File: src/tcbs_pkg.sv
// shared types, codes and constants of the two-channel beep sequencer
// no dependencies; imported by every rtl module
package tcbs_pkg;

    localparam int DEF_CHANNELS   = 2;
    localparam int DEF_TIMER_BITS = 16;

    localparam logic [15:0] BEEP_ON_RESET = 16'd1500;
    localparam logic [15:0] GAP_OFF_RESET = 16'd500;

    // register indexes of the configuration port
    localparam logic REG_BEEP_ON = 1'b0;
    localparam logic REG_GAP_OFF = 1'b1;

    // mode_select codes of the start mode command
    localparam logic [1:0] SEL_OFF    = 2'd0;
    localparam logic [1:0] SEL_SINGLE = 2'd1;
    localparam logic [1:0] SEL_CONT   = 2'd2;

    typedef enum logic [1:0] {
        CMD_TICK   = 2'd0,
        CMD_LEVEL  = 2'd1,
        CMD_MODE   = 2'd2,
        CMD_REPEAT = 2'd3
    } cmd_t;

    typedef enum logic [3:0] {
        MODE_OFF    = 4'b0001,
        MODE_SINGLE = 4'b0010,
        MODE_CONT   = 4'b0100,
        MODE_REPEAT = 4'b1000
    } mode_t;

    typedef struct packed {
        cmd_t       command;
        logic       channel;
        logic       level_on;
        logic [1:0] mode_select;
        logic [7:0] beep_count;
    } item_t;

    typedef struct packed {
        logic [15:0] beep_on_ms;
        logic [15:0] gap_off_ms;
    } cfg_t;

    typedef struct packed {
        logic level;
        logic active;
    } chan_status_t;

    typedef struct packed {
        logic buzzer1_active;
        logic buzzer0_active;
        logic buzzer1_on;
        logic buzzer0_on;
    } result_t;

endpackage

File: src/tcbs_in_reg.sv
// input register: unpacks the request and holds it for the update stage
// depends on tcbs_pkg
module tcbs_in_reg (
    input  logic           aclk,
    input  logic           aresetn,
    input  logic           s_tvalid,
    output logic           s_tready,
    // [0] channel, [1] level_on, [3:2] mode_select, [11:4] beep_count, [15:12] zero
    input  logic [15:0]    s_tdata,
    // [1:0] command
    input  logic [1:0]     s_tuser,
    input  logic           advance,
    output logic           item_valid,
    output tcbs_pkg::item_t item
);
    import tcbs_pkg::*;

    logic  valid_reg, valid_next;
    item_t item_reg, item_next;

    // a held request leaves when the update stage takes it
    assign s_tready = !valid_reg || advance;

    always_comb begin
        valid_next = valid_reg;
        item_next  = item_reg;
        if (s_tready) begin
            valid_next = s_tvalid;
        end
        if (s_tvalid && s_tready) begin
            item_next.command     = cmd_t'(s_tuser);
            item_next.channel     = s_tdata[0];
            item_next.level_on    = s_tdata[1];
            item_next.mode_select = s_tdata[3:2];
            item_next.beep_count  = s_tdata[11:4];
        end
    end

    always_ff @(posedge aclk) begin
        if (!aresetn) begin
            valid_reg <= 1'b0;
        end else begin
            valid_reg <= valid_next;
        end
        item_reg <= item_next;
    end

    assign item_valid = valid_reg;
    assign item       = item_reg;
endmodule

File: src/tcbs_channel.sv
// state and update logic of one buzzer channel
// depends on tcbs_pkg
module tcbs_channel #(
    parameter int TIMER_BITS = tcbs_pkg::DEF_TIMER_BITS
) (
    input  logic                   aclk,
    input  logic                   aresetn,
    input  logic                   advance,
    input  tcbs_pkg::item_t        item,
    input  logic                   hit,
    input  tcbs_pkg::cfg_t         cfg,
    output tcbs_pkg::chan_status_t status_next
);
    import tcbs_pkg::*;

    localparam int CMP_W = (TIMER_BITS > 16) ? TIMER_BITS : 16;

    mode_t                 mode_reg, mode_next;
    logic [TIMER_BITS-1:0] elapsed_reg, elapsed_next, elapsed_inc;
    logic [7:0]            left_reg, left_next, left_dec;
    logic                  level_reg, level_next;
    logic                  on_done, gap_done;

    // saturating millisecond count, then the timeouts are checked against it
    assign elapsed_inc = (&elapsed_reg) ? elapsed_reg : elapsed_reg + 1'b1;
    assign on_done     = CMP_W'(elapsed_inc) >= CMP_W'(cfg.beep_on_ms);
    assign gap_done    = CMP_W'(elapsed_inc) >= CMP_W'(cfg.gap_off_ms);
    assign left_dec    = (left_reg != 8'd0) ? left_reg - 8'd1 : left_reg;

    always_comb begin
        mode_next    = mode_reg;
        elapsed_next = elapsed_reg;
        left_next    = left_reg;
        level_next   = level_reg;
        case (item.command)
            CMD_TICK: begin
                elapsed_next = elapsed_inc;
                case (mode_reg)
                    MODE_SINGLE: begin
                        if (on_done) begin
                            mode_next    = MODE_OFF;
                            elapsed_next = '0;
                            left_next    = 8'd0;
                            level_next   = 1'b0;
                        end
                    end
                    MODE_REPEAT: begin
                        if (level_reg && on_done) begin
                            level_next   = 1'b0;
                            elapsed_next = '0;
                            left_next    = left_dec;
                            if (left_dec == 8'd0) begin
                                mode_next = MODE_OFF;
                            end
                        end else if (!level_reg && left_reg != 8'd0 && gap_done) begin
                            level_next   = 1'b1;
                            elapsed_next = '0;
                        end
                    end
                    default: begin
                    end
                endcase
            end
            CMD_LEVEL: begin
                if (hit) begin
                    mode_next    = item.level_on ? MODE_CONT : MODE_OFF;
                    elapsed_next = '0;
                    left_next    = 8'd0;
                    level_next   = item.level_on;
                end
            end
            CMD_MODE: begin
                if (hit) begin
                    elapsed_next = '0;
                    left_next    = 8'd0;
                    case (item.mode_select)
                        SEL_SINGLE: begin
                            mode_next  = MODE_SINGLE;
                            level_next = 1'b1;
                        end
                        SEL_CONT: begin
                            mode_next  = MODE_CONT;
                            level_next = 1'b1;
                        end
                        default: begin
                            mode_next  = MODE_OFF;
                            level_next = 1'b0;
                        end
                    endcase
                end
            end
            CMD_REPEAT: begin
                if (hit) begin
                    elapsed_next = '0;
                    if (item.beep_count == 8'd0) begin
                        mode_next  = MODE_OFF;
                        left_next  = 8'd0;
                        level_next = 1'b0;
                    end else begin
                        mode_next  = MODE_REPEAT;
                        left_next  = item.beep_count;
                        level_next = 1'b1;
                    end
                end
            end
            default: begin
            end
        endcase
    end

    always_ff @(posedge aclk) begin
        if (!aresetn) begin
            mode_reg    <= MODE_OFF;
            elapsed_reg <= '0;
            left_reg    <= 8'd0;
            level_reg   <= 1'b0;
        end else if (advance) begin
            mode_reg    <= mode_next;
            elapsed_reg <= elapsed_next;
            left_reg    <= left_next;
            level_reg   <= level_next;
        end
    end

    assign status_next.level  = level_next;
    assign status_next.active = (mode_next != MODE_OFF);
endmodule

File: src/tcbs_out_reg.sv
// result register: holds the levels and active flags until taken
// depends on tcbs_pkg
module tcbs_out_reg (
    input  logic              aclk,
    input  logic              aresetn,
    input  logic              advance,
    input  tcbs_pkg::result_t result_next,
    output logic              m_tvalid,
    input  logic              m_tready,
    // [0] buzzer0_on, [1] buzzer1_on, [2] buzzer0_active, [3] buzzer1_active,
    // [7:4] zero
    output logic [7:0]        m_tdata
);
    import tcbs_pkg::*;

    logic    valid_reg;
    result_t result_reg;

    always_ff @(posedge aclk) begin
        if (!aresetn) begin
            valid_reg <= 1'b0;
        end else if (advance) begin
            valid_reg <= 1'b1;
        end else if (m_tready) begin
            valid_reg <= 1'b0;
        end
        if (advance) begin
            result_reg <= result_next;
        end
    end

    assign m_tvalid = valid_reg;
    assign m_tdata  = {4'd0, result_reg};
endmodule

File: src/two_channel_beep_sequencer_unit.sv
// top level of the two-channel beep sequencer
// depends on tcbs_pkg, tcbs_in_reg, tcbs_channel, tcbs_out_reg
//
//  channel  dir  handshake            payload
//  s_       in   s_tvalid/s_tready    s_tdata[15:0], s_tuser[1:0] = command
//  m_       out  m_tvalid/m_tready    m_tdata[7:0] = levels and active flags
//  cfg_     in   cfg_valid/cfg_ready  cfg_index (0 beep_on_ms, 1 gap_off_ms), cfg_data
//
// one request per cycle while m_ does not stall: input register, channel update,
// result register; a request passes the input register, then the result register
// the update stage moves whenever the result register is empty or being taken,
// so a stall on m_ only holds s_tready low once both registers are full
// synchronous active-low reset clears all channel state and loads the timing registers with their defaults
module two_channel_beep_sequencer_unit #(
    parameter int CHANNELS   = tcbs_pkg::DEF_CHANNELS,
    parameter int TIMER_BITS = tcbs_pkg::DEF_TIMER_BITS
) (
    input  logic        aclk,
    input  logic        aresetn,
    input  logic        s_tvalid,
    output logic        s_tready,
    // [0] channel, [1] level_on, [3:2] mode_select, [11:4] beep_count, [15:12] zero
    input  logic [15:0] s_tdata,
    // [1:0] command
    input  logic [1:0]  s_tuser,
    output logic        m_tvalid,
    input  logic        m_tready,
    // [0] buzzer0_on, [1] buzzer1_on, [2] buzzer0_active, [3] buzzer1_active,
    // [7:4] zero
    output logic [7:0]  m_tdata,
    input  logic        cfg_valid,
    output logic        cfg_ready,
    input  logic        cfg_index,
    input  logic [15:0] cfg_data
);
    import tcbs_pkg::*;

    logic         item_valid;
    item_t        item;
    logic         advance;
    cfg_t         cfg_reg;
    chan_status_t status_next [CHANNELS];
    result_t      result_next;

    assign cfg_ready = 1'b1;

    always_ff @(posedge aclk) begin
        if (!aresetn) begin
            cfg_reg.beep_on_ms <= BEEP_ON_RESET;
            cfg_reg.gap_off_ms <= GAP_OFF_RESET;
        end else if (cfg_valid && cfg_ready) begin
            case (cfg_index)
                REG_BEEP_ON: cfg_reg.beep_on_ms <= cfg_data;
                REG_GAP_OFF: cfg_reg.gap_off_ms <= cfg_data;
                default: begin
                end
            endcase
        end
    end

    assign advance = item_valid && (!m_tvalid || m_tready);

    tcbs_in_reg u_in_reg (
        .aclk       (aclk),
        .aresetn    (aresetn),
        .s_tvalid   (s_tvalid),
        .s_tready   (s_tready),
        .s_tdata    (s_tdata),
        .s_tuser    (s_tuser),
        .advance    (advance),
        .item_valid (item_valid),
        .item       (item)
    );

    for (genvar c = 0; c < CHANNELS; c++) begin : g_chan
        logic hit;
        // a command to a channel beyond the configured count matches nothing
        assign hit = (32'(item.channel) == c);

        tcbs_channel #(
            .TIMER_BITS (TIMER_BITS)
        ) u_channel (
            .aclk        (aclk),
            .aresetn     (aresetn),
            .advance     (advance),
            .item        (item),
            .hit         (hit),
            .cfg         (cfg_reg),
            .status_next (status_next[c])
        );
    end

    assign result_next.buzzer0_on     = status_next[0].level;
    assign result_next.buzzer0_active = status_next[0].active;

    if (CHANNELS > 1) begin : g_second
        assign result_next.buzzer1_on     = status_next[1].level;
        assign result_next.buzzer1_active = status_next[1].active;
    end else begin : g_no_second
        assign result_next.buzzer1_on     = 1'b0;
        assign result_next.buzzer1_active = 1'b0;
    end

    tcbs_out_reg u_out_reg (
        .aclk        (aclk),
        .aresetn     (aresetn),
        .advance     (advance),
        .result_next (result_next),
        .m_tvalid    (m_tvalid),
        .m_tready    (m_tready),
        .m_tdata     (m_tdata)
    );
endmodule

File: config.mk
export PLATFORM = sky130hd
export DESIGN_NAME = two_channel_beep_sequencer_unit
export DESIGN_NICKNAME = d
export VERILOG_FILES = /design/src/tcbs_pkg.sv /design/src/tcbs_in_reg.sv /design/src/tcbs_channel.sv /design/src/tcbs_out_reg.sv /design/src/two_channel_beep_sequencer_unit.sv
export SDC_FILE = /design/constraint.sdc
export NUM_CORES = 1
export LEC_CHECK = 0
export CAP_MARGIN = 10
export CORE_MARGIN = 8
export CORE_UTILIZATION = 44
export CTS_CLUSTER_SIZE = 20
export DETAILED_ROUTE_END_ITERATION = 8
export DONT_BUFFER_PORTS = 1
export PLACE_DENSITY = 0.7
export SYNTH_ARGS = -nofsm -noshare
export SYNTH_HDL_FRONTEND = slang
export SYNTH_SLANG_ARGS = --single-unit
File: constraint.sdc
create_clock -name aclk -period 8.9 [get_ports aclk]
set_input_delay 0.89 -clock aclk [delete_from_list [all_inputs] [get_ports aclk]]
set_output_delay 0.89 -clock aclk [all_outputs]
set_load 0.01 [all_outputs]
==> summary.md <==
| Metric | Value |
|---|---|
| Asr flop ratio synth | `0%` |
| # clock sinks | `110` |
| Status | `complete, no violations` |
| GRT Overall Usage | `17.7%` |
| Total number of vias | `6,581` |
| Internal Pwr Total | `between 0.7 and 0.8 mW` |
| Final min period | `4.60 ns` |
| Core ar. | `0.0166 mm^2` |
| Slowest-stage cell, CP | `nand3_1` |
| Mapped Area | `0.00750 mm^2` |
| Worst EP arrival | `approximately 4.9 ns` |
| Cell breakdown of the critical path | `nand4_1 -> nor4_1 -> and3_1 -> xor2_1 -> ha_1 -> nand2b_1 -> a2111o_1 -> a31oi_1 -> o211ai_1 -> nand3_1 -> a31oi_1 -> a31oi_1` |
| Die Span Y | `147 um` |
| Final net count | `1,028` |
| Reg2reg end | `g_chan[1].u_channel.elapsed_reg[4]$_SDFFE_PN0P_` |
| Max frequency | `approximately 0.22 GHz` |
| Req. time, crit path | `9.19 ns` |
| CTS H-Tree Depth | `3` |
| Placed cell areas | `0.00762 mm^2` |
| Starting Density | `a little under half` |
| Cell depth of the worst setup path | `12` |
| Top Ports | `51` |
| CTS Root Cell | `clkbuf_16` |
| Iter 0 DRT Violations | `568` |
| Fin crit share | `51.6%` |
| Drt total wl | `18,900 um` |
| Post-CTS sizing | `0` |
| Utilization after layout | `47.5%` |
| Clock share of power | `37.0%` |
| Vias in the first global route | `about 6,000` |
| Area Growth Syn to Fin | `5.37%` |
| Netlist cell types | `slightly below 80` |
| Placement row count | `47` |
| Final worst slack | `4.30 ns` |
| R2R Setup Slk | `4.30 ns` |
| Comb pwr share | `12.4%` |
| RePlAce Congestion | `0.903` |
| Share of the synthesized area in the top cell type | `24.6%` |
| Critical Path Fanout Max | `25` |
| Leakage | `3.17 nW` |
| Clk_skew | `~0.012 ns` |
| Clock latency on the worst-skew pair | `~0.37 ns` |
| Yosys warns | `0` |
| Hold WS | `0.458 ns` |
| Delay-heaviest family, CP | `simple AND/OR/NAND/NOR gates` |
| Kind of critical path | `flip-flop to flip-flop` |
| First-pass GRT wire length | `30,900 um` |
| Most common cell in the synthesized netlist | `nand2_1` |
| CTS tree | `yes` |
| Reg area | `around 0.0024 mm^2` |
| CP Buf/Inv Count | `0` |
| Least-Margin Pin Slew | `1.01 ns` |
| RSZ-0062 raised after global routing | `no` |
| # Post-CTS Setup Buffers | `0` |
| Antenna violations before repair | `0` |
| Cts bufs inserted | `9` |
| Sequential share of power | `approximately half` |
| Post-route DRC | `0` |
| Slew headroom | `32.5%` |
| CP dominant cell by count | `a31oi_1` |
| Filler Cells Inserted | `roughly 1,600` |
| Number of port buffers | `0` |
| Clock transition at path regs | `0.07 ns` |
| Number of cells on the worst hold path | `2` |
| Setup-failing EPs final | `0` |
| First-pass DRT Iterations | `5` |
| EDFF count, synth | `18` |
| Largest net degree at the start of global routing | `49` |
| Cells on worst reg2reg path | `12` |
| Syn Inst Count | `935` |
| Worst slack, placed | `4.32 ns` |
| Sw Share | `a little over a quarter` |
| Synth area leaders | `dfxtp_1 (25%), ha_1 (13%), edfxtp_1 (7.2%)` |
| Post-synth top area cell | `dfxtp_1` |
| Grt ovf | `0` |
| Final hold vios | `0` |
| Vias per inst | `between 5 and 6` |
| TNS Setup | `0 ns` |
| Post-route ant nets | `0` |
| CP startpoint | `g_chan[1].u_channel.elapsed_reg[4]$_SDFFE_PN0P_` |
| Area of the multi-input gates | `0.00472 mm^2` |
| Post-Place Cells | `approximately 1,100` |
| Critical path capture point type | `flip-flop` |
| Hold WC Path Type | `flip-flop to flip-flop` |
| Layout cells sized above 1 | `under 10%` |
| Power per cell area | `135 mW/mm^2` |
| Max Buffers Root-to-Sink | `2` |
| Worst stage delay on the critical path | `0.82 ns` |
| Ys flop type | `dfxtp_1` |
| Startpoint types | `flip-flop` |
| Routed len/inst | `~17 um` |
| Worst VDD drop | `0.120 mV` |
| Die ar. | `~0.021 mm^2` |
| R2r startpoint | `g_chan[1].u_channel.elapsed_reg[4]$_SDFFE_PN0P_` |
| Synth Register Bits | `110` |
| Final Slew Violations | `0` |
| X dimension of the die | `147 um` |
| Non-Filler Instances | `1,136` |
| Power Total | `1.07 mW` |
| Final Instance Area | `0.00790 mm^2` |
| Top post-synthesis cells by count | `nand2_1 (138), dfxtp_1 (92), ha_1 (77)` |
| ANT cells | `0` |
| Max Cap Viol | `0` |
| Syn_area_per_cell | `8.02 um^2` |
| CP endpoint | `g_chan[1].u_channel.elapsed_reg[4]$_SDFFE_PN0P_` |
| Post-CTS Hold Fix Bufs | `0` |
| Sequential-to-total area share from yosys stat | `approximately a third` |
| Sw Pwr | `0.288 mW` |
| Hpwl dp | `14,200 um` |
-- worst min-delay path by stage --
stage                             startpoint                        to
CTS                 cfg_reg[12]$_SDFFE_PN0P_  cfg_reg[12]$_SDFFE_PN0P_
finish              cfg_reg[12]$_SDFFE_PN0P_  cfg_reg[12]$_SDFFE_PN0P_
floorplan           cfg_reg[10]$_SDFFE_PN0P_  cfg_reg[10]$_SDFFE_PN0P_
detailed placement  cfg_reg[12]$_SDFFE_PN0P_  cfg_reg[12]$_SDFFE_PN0P_
global placement    cfg_reg[17]$_SDFFE_PN0P_  cfg_reg[17]$_SDFFE_PN0P_
global route         cfg_reg[3]$_SDFFE_PN0P_   cfg_reg[3]$_SDFFE_PN0P_
-- layer usage --
metal | GRT usage (%) | vias up | wire length, um
li1 | - | 3338 | -
met1 | 21.2 | 3029 | 8240
met2 | 29.5 | 180 | 8910
met3 | 4.67 | 34 | 1330
met4 | 6.90 | 0 | 456
met5 | 0 | - | 0
-- cell families (layout without fill, tap and decap cells) --
| group | after synthesis | after routing | synth area share (%) |
|---|---|---|---|
| other | 2 | 5 | 0.100 |
| AOI/OAI and AO/OA | 267 | 267 | 23.6 |
| buffers and inverters | 99 | 77 | 5.51 |
| xor gates and xnor gates | 23 | 23 | 2.69 |
| adders and majority gates | 77 | 77 | 12.8 |
| DFF | 110 | 110 | 31.8 |
| muxes | 9 | 9 | 1.25 |
| and+or+nand+nor | 348 | 348 | 22.2 |
-- power groups by stage --
stage / clock network [mW] / logic (mW) / registers (mW)
2_1_floorplan: 0 / 0.107 / 0.545
3_3_place_gp: 0 / 0.129 / 0.550
3_5_place_dp: 0 / 0.132 / 0.551
4_1_cts: 0.405 / 0.132 / 0.539
5_1_grt: 0.422 / 0.149 / 0.542
6_report: 0.394 / 0.132 / 0.540
-- worst register-to-register path: stages, from the launching register on --
cell	delay (ns)
dfxtp_1	0.45
nand4_1	0.25
nor4_1	0.44
and3_1	0.49
xor2_1	0.31
ha_1	0.28
nand2b_1	0.14
a2111o_1	0.41
a31oi_1	0.28
o211ai_1	0.26
nand3_1	0.82
a31oi_1	0.19
a31oi_1	0.20
-- final cells by class --
| class | instances | share of cell area [%] |
|---|---|---|
| well taps | 220 | 3.48 |
| repair buffers | 5 | 0.475 |
| clock buffers | 12 | 3.26 |
| multi-input cells | 729 | 59.7 |
| flip-flops and latches | 110 | 30.2 |
| inverters | 56 | 2.66 |
| clock inverters | 4 | 0.269 |
-- cell usage in the layout, fill, tap and decap left out, types with 6 or more instances in the layout --
master / netlist / routed
nand2_1: 138 / 138
dfxtp_1: 92 / 92
ha_1: 77 / 77
a21oi_1: 75 / 75
nor2_1: 74 / 74
inv_1: 55 / 55
o21ai_0: 52 / 52
a31oi_1: 29 / 29
o211ai_1: 24 / 24
nand3_1: 21 / 21
nand4_1: 18 / 18
edfxtp_1: 18 / 18
nor3_1: 16 / 16
nand2b_1: 14 / 14
xor2_1: 12 / 12
xnor2_1: 11 / 11
nor2b_1: 11 / 10
o21a_1: 10 / 10
clkbuf_16: 0 / 10
a32o_1: 8 / 8
nand3b_1: 7 / 7
a211oi_1: 6 / 6
and2_1: 6 / 6
nor4_1: 6 / 6
mux2i_1: 6 / 6
and3_1: 6 / 6
(Power assumes the default switching activity.)
